`src/rtl/kcd_pkg.sv`:
```
// kcd_pkg: shared constants, codes and types for the key click detector
// no dependencies; imported by key_click_double_long_detector_top
package kcd_pkg;

  // tick counter and configuration register widths
  localparam int unsigned CountWidth = 16;
  localparam int unsigned CfgWidth   = 16;
  localparam int unsigned CfgIdxWidth = 3;
  localparam int unsigned CmpWidth   = (CountWidth > CfgWidth) ? CountWidth : CfgWidth;

  // register reset values
  localparam logic [CfgWidth-1:0] DebounceReset = CfgWidth'(5);
  localparam logic [CfgWidth-1:0] LongReset     = CfgWidth'(400);
  localparam logic [CfgWidth-1:0] MinClickReset = CfgWidth'(5);
  localparam logic [CfgWidth-1:0] WindowReset   = CfgWidth'(38);

  // register indexes
  localparam logic [CfgIdxWidth-1:0] RegDebounce = CfgIdxWidth'(0);
  localparam logic [CfgIdxWidth-1:0] RegLong     = CfgIdxWidth'(1);
  localparam logic [CfgIdxWidth-1:0] RegMinClick = CfgIdxWidth'(2);
  localparam logic [CfgIdxWidth-1:0] RegWindow   = CfgIdxWidth'(3);

  // reported event codes
  typedef enum logic [1:0] {
    EvNone   = 2'd0,
    EvClick  = 2'd1,
    EvDouble = 2'd2,
    EvLong   = 2'd3
  } key_event_e;

  // sequencer steps, one-hot
  typedef enum logic [5:0] {
    StIdle     = 6'b000001,
    StDebounce = 6'b000010,
    StHold     = 6'b000100,
    StClassify = 6'b001000,
    StWindow   = 6'b010000,
    StSecond   = 6'b100000
  } step_e;

  typedef logic [CountWidth-1:0] count_t;
  typedef logic [CfgWidth-1:0]   cfg_t;

endpackage

```
`src/rtl/key_click_double_long_detector_top.sv`:
```
// key_click_double_long_detector_top: click / double click / long press detector
// depends on kcd_pkg
//
// Usage: each input word is one timer tick carrying the sampled button level
// (key_pressed_i). Every accepted tick produces exactly one output word whose
// key_event_o is none, click, double click or long press.
// Channels use valid/stall: a word moves on a rising edge with valid high and
// stall low. Configuration is a plain write port (cfg_we_i, cfg_index_i,
// cfg_data_i); indexes 0..3 select debounce, long press, minimum click and
// double-click window tick counts, higher indexes are ignored. Write only
// while the block holds no word.
// Path: an accepted tick is held in the input register, and its result is then
// registered in the result register, which drives the output word.
// Throughput: one tick per cycle while the output is not stalled; the sequencer
// and counter update as the tick moves from the input register to the result register.
// Reset clears the sequencer to idle, the tick counter to zero, restores the
// register defaults and empties both registers.
// When the receiver stalls, the result word holds, the input register keeps
// one more tick, and then in_stall_o rises until the output drains.
module key_click_double_long_detector_top (
  input  logic                           clk_i,
  input  logic                           rst_ni,
  input  logic                           in_valid_i,
  output logic                           in_stall_o,
  input  logic                           key_pressed_i,
  output logic                           out_valid_o,
  input  logic                           out_stall_i,
  output logic [1:0]                     key_event_o,
  input  logic                           cfg_we_i,
  input  logic [kcd_pkg::CfgIdxWidth-1:0] cfg_index_i,
  input  logic [kcd_pkg::CfgWidth-1:0]   cfg_data_i
);
  import kcd_pkg::*;

  localparam count_t CountMax = {CountWidth{1'b1}};

  cfg_t       debounce_q, long_q, min_click_q, window_q;
  logic       in_valid_q;
  logic       key_q;
  logic       out_valid_q;
  key_event_e event_q, event_d;
  step_e      step_q, step_d;
  count_t     count_q, count_d;
  count_t     count_inc;
  logic       advance;
  logic       debounce_hit, window_hit, long_hit, click_hit;

  // configuration registers
  always_ff @(posedge clk_i or negedge rst_ni) begin
    if (!rst_ni) begin
      debounce_q  <= DebounceReset;
      long_q      <= LongReset;
      min_click_q <= MinClickReset;
      window_q    <= WindowReset;
    end else if (cfg_we_i) begin
      unique case (cfg_index_i)
        RegDebounce: debounce_q  <= cfg_data_i;
        RegLong:     long_q      <= cfg_data_i;
        RegMinClick: min_click_q <= cfg_data_i;
        RegWindow:   window_q    <= cfg_data_i;
        default:     ;
      endcase
    end
  end

  // handshake: the result register takes a word when empty or draining
  assign advance    = !out_valid_q || !out_stall_i;
  assign in_stall_o = in_valid_q && !advance;

  // input register
  always_ff @(posedge clk_i or negedge rst_ni) begin
    if (!rst_ni) begin
      in_valid_q <= 1'b0;
    end else if (!in_stall_o) begin
      in_valid_q <= in_valid_i;
    end
  end

  always_ff @(posedge clk_i) begin
    if (!in_stall_o && in_valid_i) begin
      key_q <= key_pressed_i;
    end
  end

  // saturating increment and timed compares
  assign count_inc    = (count_q == CountMax) ? count_q : count_q + count_t'(1);
  assign debounce_hit = (CmpWidth'(count_inc) >= CmpWidth'(debounce_q)) ||
                        (count_inc == CountMax);
  assign window_hit   = (CmpWidth'(count_inc) >= CmpWidth'(window_q)) ||
                        (count_inc == CountMax);
  assign long_hit     = CmpWidth'(count_q) > CmpWidth'(long_q);
  assign click_hit    = CmpWidth'(count_q) > CmpWidth'(min_click_q);

  // sequencer step for the tick in the input register
  always_comb begin
    step_d  = step_q;
    count_d = count_q;
    event_d = EvNone;
    unique case (step_q)
      StIdle: begin
        if (key_q) step_d = StDebounce;
      end
      StDebounce: begin
        count_d = count_inc;
        if (debounce_hit) begin
          count_d = '0;
          step_d  = key_q ? StHold : StIdle;
        end
      end
      StHold: begin
        if (key_q) count_d = count_inc;
        else       step_d  = StClassify;
      end
      StClassify: begin
        count_d = '0;
        if (long_hit) begin
          step_d  = StIdle;
          event_d = EvLong;
        end else if (click_hit) begin
          step_d = StWindow;
        end else begin
          step_d = StIdle;
        end
      end
      StWindow: begin
        count_d = count_inc;
        if (window_hit) begin
          count_d = '0;
          if (key_q) begin
            step_d = StSecond;
          end else begin
            step_d  = StIdle;
            event_d = EvClick;
          end
        end
      end
      StSecond: begin
        if (key_q) begin
          count_d = count_inc;
        end else begin
          count_d = '0;
          step_d  = StIdle;
          event_d = EvDouble;
        end
      end
      default: begin
        count_d = '0;
        step_d  = StIdle;
      end
    endcase
  end

  // sequencer state and result valid
  always_ff @(posedge clk_i or negedge rst_ni) begin
    if (!rst_ni) begin
      step_q      <= StIdle;
      count_q     <= '0;
      out_valid_q <= 1'b0;
    end else if (advance) begin
      out_valid_q <= in_valid_q;
      if (in_valid_q) begin
        step_q  <= step_d;
        count_q <= count_d;
      end
    end
  end

  // result word
  always_ff @(posedge clk_i) begin
    if (advance && in_valid_q) begin
      event_q <= event_d;
    end
  end

  assign out_valid_o = out_valid_q;
  assign key_event_o = event_q;

endmodule

```
`config.mk`:
```
export PLATFORM = sky130hd
export DESIGN_NAME = key_click_double_long_detector_top
export DESIGN_NICKNAME = d
export VERILOG_FILES = /design/src/rtl/kcd_pkg.sv /design/src/rtl/key_click_double_long_detector_top.sv
export SDC_FILE = /design/constraint.sdc
export NUM_CORES = 1
export LEC_CHECK = 0
export CAP_MARGIN = 20
export CORE_MARGIN = 1
export CORE_UTILIZATION = 35
export CTS_CLUSTER_DIAMETER = 100
export DETAILED_ROUTE_END_ITERATION = 12
export DONT_BUFFER_PORTS = 1
export REMOVE_ABC_BUFFERS = 1
export SYNTH_ARGS = -nofsm -noshare
export SYNTH_HDL_FRONTEND = slang
export SYNTH_SLANG_ARGS = --single-unit
```
`constraint.sdc`:
```
create_clock -name clk_i -period 6.8 [get_ports clk_i]
set_input_delay 0.68 -clock clk_i [delete_from_list [all_inputs] [get_ports clk_i]]
set_output_delay 0.68 -clock clk_i [all_outputs]
set_load 0.01 [all_outputs]
```
; ---- Word level (Yosys, flattened, before mapping)
; Cells that the tools add are included.
; Widths: inputs -> output; s select.
[word_totals]
reg_bits = 91
latch_bits = 0
mem_bits_rw = 0
rom_bits = 0
memories = 0
[op_classes]
n_addsub = 1
mul = 0
div_mod_pow = 0
magnitude_cmp = 4
n_eq_ne = 17
shifts = 0
mux = 21
bitwise_logic = 1
reduce_logical = 17
[ops]
columns = op, n
row1 = $mux 16, 5
row2 = $pmux 16 s5, 1
row3 = $mux 6, 6
row4 = $pmux 6 s6, 1
row5 = $eq 16x16->1 const B, 2
row6 = $ge 16x16->1, 2
row7 = $gt 16x16->1, 2
row8 = $add 16x1->16 const B, 1
row9 = $ne 2x2->1 const B, 6
row10 = $mux 5, 2
row11 = $reduce_and 2->1, 4
row12 = $reduce_and 7->1, 1
row13 = $eq 3x2->1 const B, 2
row14 = $eq 6x1->1 const B, 1
row15 = $eq 6x2->1 const B, 1
row16 = $eq 6x3->1 const B, 1
row17 = $eq 6x4->1 const B, 1
row18 = $eq 6x5->1 const B, 1
row19 = $eq 6x6->1 const B, 1
row20 = $pmux 2 s3, 1
row21 = $logic_not 1->1, 4
row22 = $mux 2, 2
row23 = $reduce_and 4->1, 1
row24 = $eq 3x1->1 const B, 1
row25 = 6 further kinds, 11

; ---- Longest topological paths before layout
[depth]
word_depth = 6
mapped_depth = 15
depth_no_buf = 14

; ---- Worst setup path before layout
; No wires, ideal clock.
[synth_path]
kind = reg-to-reg
start = reg count_q[1]
end = reg step_q[1]
setup_ns = 0.125
arrival_ns = 3.513
required_ns = 6.675
path_slack_ns = 3.162
path_stages_with_launch = 14
synth_period_minus_slack_ns = 3.638
path_cell_list = dfrtp_1 ha_1 nand3_1 nor4_4 and4bb_2 xnor2_1 ha_1 and4_1 a21o_1 a211oi_1 o31ai_1 o22a_2 o21ai_4 mux2_4
[synth_between]
elab_chain_cells = 6
word_cells_on_any_way = 14
classes_between = add/sub: 1 / order compare: 3 / eq/ne: 4 / mux: 3 / reduce/logical: 3
[synth_lines]
columns = element, line_no
row1 = from (decl), key_click_double_long_detector_top.sv:43  ; count_t count_q, count_d;
row2 = from (signal assigned), key_click_double_long_detector_top.sv:163  ; count_q <= count_d;
row3 = $add 16x1->16 or $eq 16x16->1 (tied branches), key_click_double_long_detector_top.sv:86  ; assign count_inc = (count_q == CountMax) ? count_q : count_q + count_t'(1);
row4 = $mux 16, key_click_double_long_detector_top.sv:86
row5 = "$ge 16x16->1, or another cell as far along", key_click_double_long_detector_top.sv:89  ; assign window_hit = (CmpWidth'(count_inc) >= CmpWidth'(window_q)) ||
row6 = "$logic_or 1x1->1, on equally long branches", "key_click_double_long_detector_top.sv:89, key_click_double_long_detector_top.sv:87"
row7 = $ne 2x2->1 (no source line), -
row8 = $reduce_and 7->1 (no source line), -
row9 = to (signal assigned), key_click_double_long_detector_top.sv:156  ; step_q <= StIdle;
row10 = to (signal assigned), key_click_double_long_detector_top.sv:162  ; step_q <= step_d;
row11 = to (decl), key_click_double_long_detector_top.sv:42  ; step_e step_q, step_d;
; Parallel ways exist; a longest one is shown, timed or not.
; A chain may end at the register's enable or synchronous reset.

; ---- Final worst setup path
[layout_path]
start = reg count_q[1]
end = reg step_q[5]
[layout_between]
elab_chain_cells = 6
word_cells_on_any_way = 11
classes_between = add/sub: 1 / order compare: 2 / eq/ne: 4 / mux: 1 / reduce/logical: 3
[layout_lines]
columns = element, line_no
row1 = $add 16x1->16 or $eq 16x16->1 (tied branches), key_click_double_long_detector_top.sv:86
row2 = $mux 16 *, key_click_double_long_detector_top.sv:86
row3 = "$ge 16x16->1, or another cell as far along", key_click_double_long_detector_top.sv:89
row4 = "$logic_or 1x1->1, on equally long branches", "key_click_double_long_detector_top.sv:89, key_click_double_long_detector_top.sv:87"
row5 = $ne 2x2->1 (no source line), -
row6 = $reduce_and 7->1 (no source line) *, -
; Mark *: on every way between the ends. The rest lies on a longest branch, timed or not.

==> results.py <==
metrics = {
    "run_status": {
        "status": "finished, final reports clean",
    },
    "sta": {
        "max_freq_mhz": 235,
        "clock_skew_ps": 6.46,
        "relSlewSlack_pct": 30.1,
        "setup_ws_ps": 2540,
        "rsz0062_at_grt": "false",
        "worst_slew_pin_slew_ps": 1050,
        "setup_violations": 0,
        "drv_slew": 0,
        "hold_viol_final": 0,
        "period_minus_slack_ps": 4260,
        "fin_tns_setup_ps": 0,
        "fin_crit_sh_pct": 62.6,
        "hold_slack_ps": 20.0,
    },
    "placement": {
        "hpwl_um": 11100,
        "dp_slack_ps": 2600,
        "routabilityCongestion": 0.884,
        "io_buffers": 0,
    },
    "yosys": {
        "synth-adder-area-share_pct": 13.6,
        "synthArstFlopShare_pct": 96.7,
        "synth_top_family_by_area": "simple AND/OR/NAND/NOR gates",
        "syn_area_sq_mm": 0.00599,
        "muxShareOfSynthArea_pct": 5.54,
        "synthSimpleGateAreaFrac_pct": 17.6,
        "synth_cells": 652,
        "ys_types": 74,
        "yosys_warnings": 0,
        "ys_ff_latch": 91,
        "synth_flop_cell": "dfrtp_1",
        "syn_area_per_cell_sq_um": 9.18,
        "yosysSeqAreaShare_pct": 38.5,
        "synthXorXnorAreaFrac_pct": 1.02,
        "synth_compound_area_share_pct": 17.1,
        "synth-edff-count": 3,
    },
    "clock_tree": {
        "cts_root_buffer": "clkbuf_16",
        "cts_resized": 0,
        "numCtsBuffers": 9,
        "cts_sinks": 91,
        "clock_path_buffers": 2,
        "cts_tree": "done",
        "clk_latency_ps": 350,
        "h-tree-depth": 3,
        "cts_hold_buf": 0,
        "cts_setup_buffers": 0,
        "path_clk_slew_ps": 60,
    },
    "worst_setup_path": {
        "crit_path_end_kind": "register",
        "crit_family": "simple AND/OR/NAND/NOR gates",
        "r2r_slack_ps": 2540,
        "arrival_ps": 4490,
        "critPathBufInv": 0,
        "crit_path_top_delay_cell": "nor4_4",
        "critical_path_required_ps": 7030,
        "critPathMaxStageDelay_ps": 580,
        "path_cells": "ha_1, nand3_1, nor4_4, and4bb_2, xnor2_1, ha_1, and4_1, a21o_1, a211oi_1, o31ai_1, o22a_2, o21ai_4, mux2_4",
        "crit_type": "reg -> reg",
        "cp_max_fo": 10,
        "critPathLaunchType": "register",
        "worst_path_most_repeated_cell": "ha_1",
    },
    "pwr": {
        "intPower_mw": 1.15,
        "swShare_pct": 33.4,
        "power.leakage_nw": 2.97,
        "power_density_mw_per_mm2": 267,
        "p_comb_share_pct": 29.4,
        "p_switching_uw": 575,
        "peakVddDrop_v": 0.000108,
        "pwr-share-clk_pct": 28.5,
        "total_power_mw": 1.73,
        "seqPwrFrac_pct": 42.1,
    },
    "routing": {
        "wl_um": 14800,
        "vias": 4596,
        "avgViaCountPerCell": 5.31,
        "post_drt_wl_per_cell_um": 17.1,
        "wl_met1_um": 6950,
        "top_layer_used": "met4",
        "wl_met3_um": 629,
        "drtIter0Drc": 343,
        "drt_first_pass_iters": 5,
        "ant_nets": 0,
        "wl_met2_um": 6870,
        "drc": 0,
    },
    "final_layout": {
        "final_cell_mix": "100 x nand2_1, 77 x dfrtp_1, 74 x inv_1, 68 x o21ai_0, 65 x ha_1",
        "utilization_pct": 38.9,
        "fin_nets": 731,
        "area_delta_synth_final_pct": 8.03,
        "diodes": 0,
        "drive_gt1_share_pct": 13.9,
        "final_common_cell": "nand2_1",
        "fillCellCount": 1658,
    },
    "floorplan": {
        "dieArea_sq_mm": 0.0176,
        "start_util_pct": 36.0,
        "rows": 47,
        "design.portCount": 29,
        "fp.coreArea_sq_mm": 0.0166,
        "die_y_um": 133,
        "fp.dieW_um": 133,
    },
    "global_route": {
        "antenna_found_initial": 0,
        "grtUsageTotal_pct": 18.2,
        "grt-ovfl-total": 0,
        "grt_pass1_vias": 4642,
        "grt_max_degree": 89,
        "grt_pass1_wl_um": 24700,
    },
    "flow_run": {
        "maxCapViolations": 0,
    },
    "hold_path": {
        "hold_path.class": "in -> async",
    },
}
## per-stage QoR
stage                     std cells  cell area (sq um)
after floorplan                 627               5870
after CTS                       866               6470
after global placement          850               6170
after detailed placement        850               6170
after global routing            866               6470
final                           866               6470
## final cells by class
class / count / area, sq um / area share, %
Tap cell: 220 / 275 / 4.26
Sequential cell: 91 / 2310 / 35.7
Clock buffer: 15 / 288 / 4.45
Timing Repair Buffer: 3 / 22.5 / 0.348
Clock inverter: 1 / 5.00 / 0.0774
Multi-Input combinational cell: 462 / 3290 / 50.9
Inverter: 74 / 278 / 4.29
## cell usage after synthesis, drive strengths merged (6+ instances only)
library cell | instances | share of area (%)
ha | 65 | 14
o211ai | 6 | 0.75
nor2b | 6 | 0.63
nand2b | 7 | 0.73
inv | 74 | 4.6
nor3 | 11 | 0.92
dfstp | 11 | 4.8
buf | 7 | 0.88
nand3 | 13 | 1.1
dfrtp | 77 | 32
mux2 | 26 | 5.2
nand2 | 100 | 6.3
clkbuf | 18 | 1.1
o31ai | 6 | 0.75
o21ai | 78 | 7.3
nor2 | 21 | 1.3
nand4 | 16 | 2.1
a21oi | 22 | 1.8
a21o | 6 | 0.75
## sequential cells by signal (all words and copies together) (netlist names)
signal	count
out_valid_o	1
key_event_o	2
step_q	6
key_q	1
count_q	16
in_valid_q	1
window_q	16
long_q	16
debounce_q	16
min_click_q	16
## worst reg2reg max path, stage by stage (launching register included)
cell and delay (ps):
dfrtp_1 490, ha_1 280, nand3_1 250, nor4_4 580
and4bb_2 320, xnor2_1 250, ha_1 300, and4_1 200
a21o_1 180, a211oi_1 230, o31ai_1 130, o22a_2 310
o21ai_4 290, mux2_4 340
## path summary, 6_finish.rpt
check	end	from	cells after the start
max	step_q[5]	count_q[1]	13
max reg2reg	step_q[5]	count_q[1]	13
max in group asynchronous	min_click_q[2]	rst_ni	0
min	count_q[15]	rst_ni	0
min reg2reg	out_valid_o	in_valid_q	1
min in group clk_i	key_q	key_pressed_i	0
## cells by family after synthesis
family / count (synthesis)
AND/OR/NAND/NOR: 207
buffers and inverters: 99
AO/OA/AOI/OAI: 155
XOR/XNOR: 7
multiplexers: 28
flip-flops: 91
adder cells (fa/ha/maj): 65
## power groups by stage
stage	clock [mW]	sequential [mW]	combinational, mW
2_1_floorplan	0	0.713	0.386
5_1_grt	0.532	0.740	0.580
3_5_place_dp	0	0.734	0.508
3_3_place_gp	0	0.730	0.493
4_1_cts	0.506	0.725	0.512
6_report	0.492	0.726	0.507
## layer usage
layer	global-route usage [%]	vias up
met4	7.15	0
li1	-	2276
met3	4.18	20
met5	0	-
met1	23.8	2214
met2	29.0	86
Power figures use the tool's default switching activity.
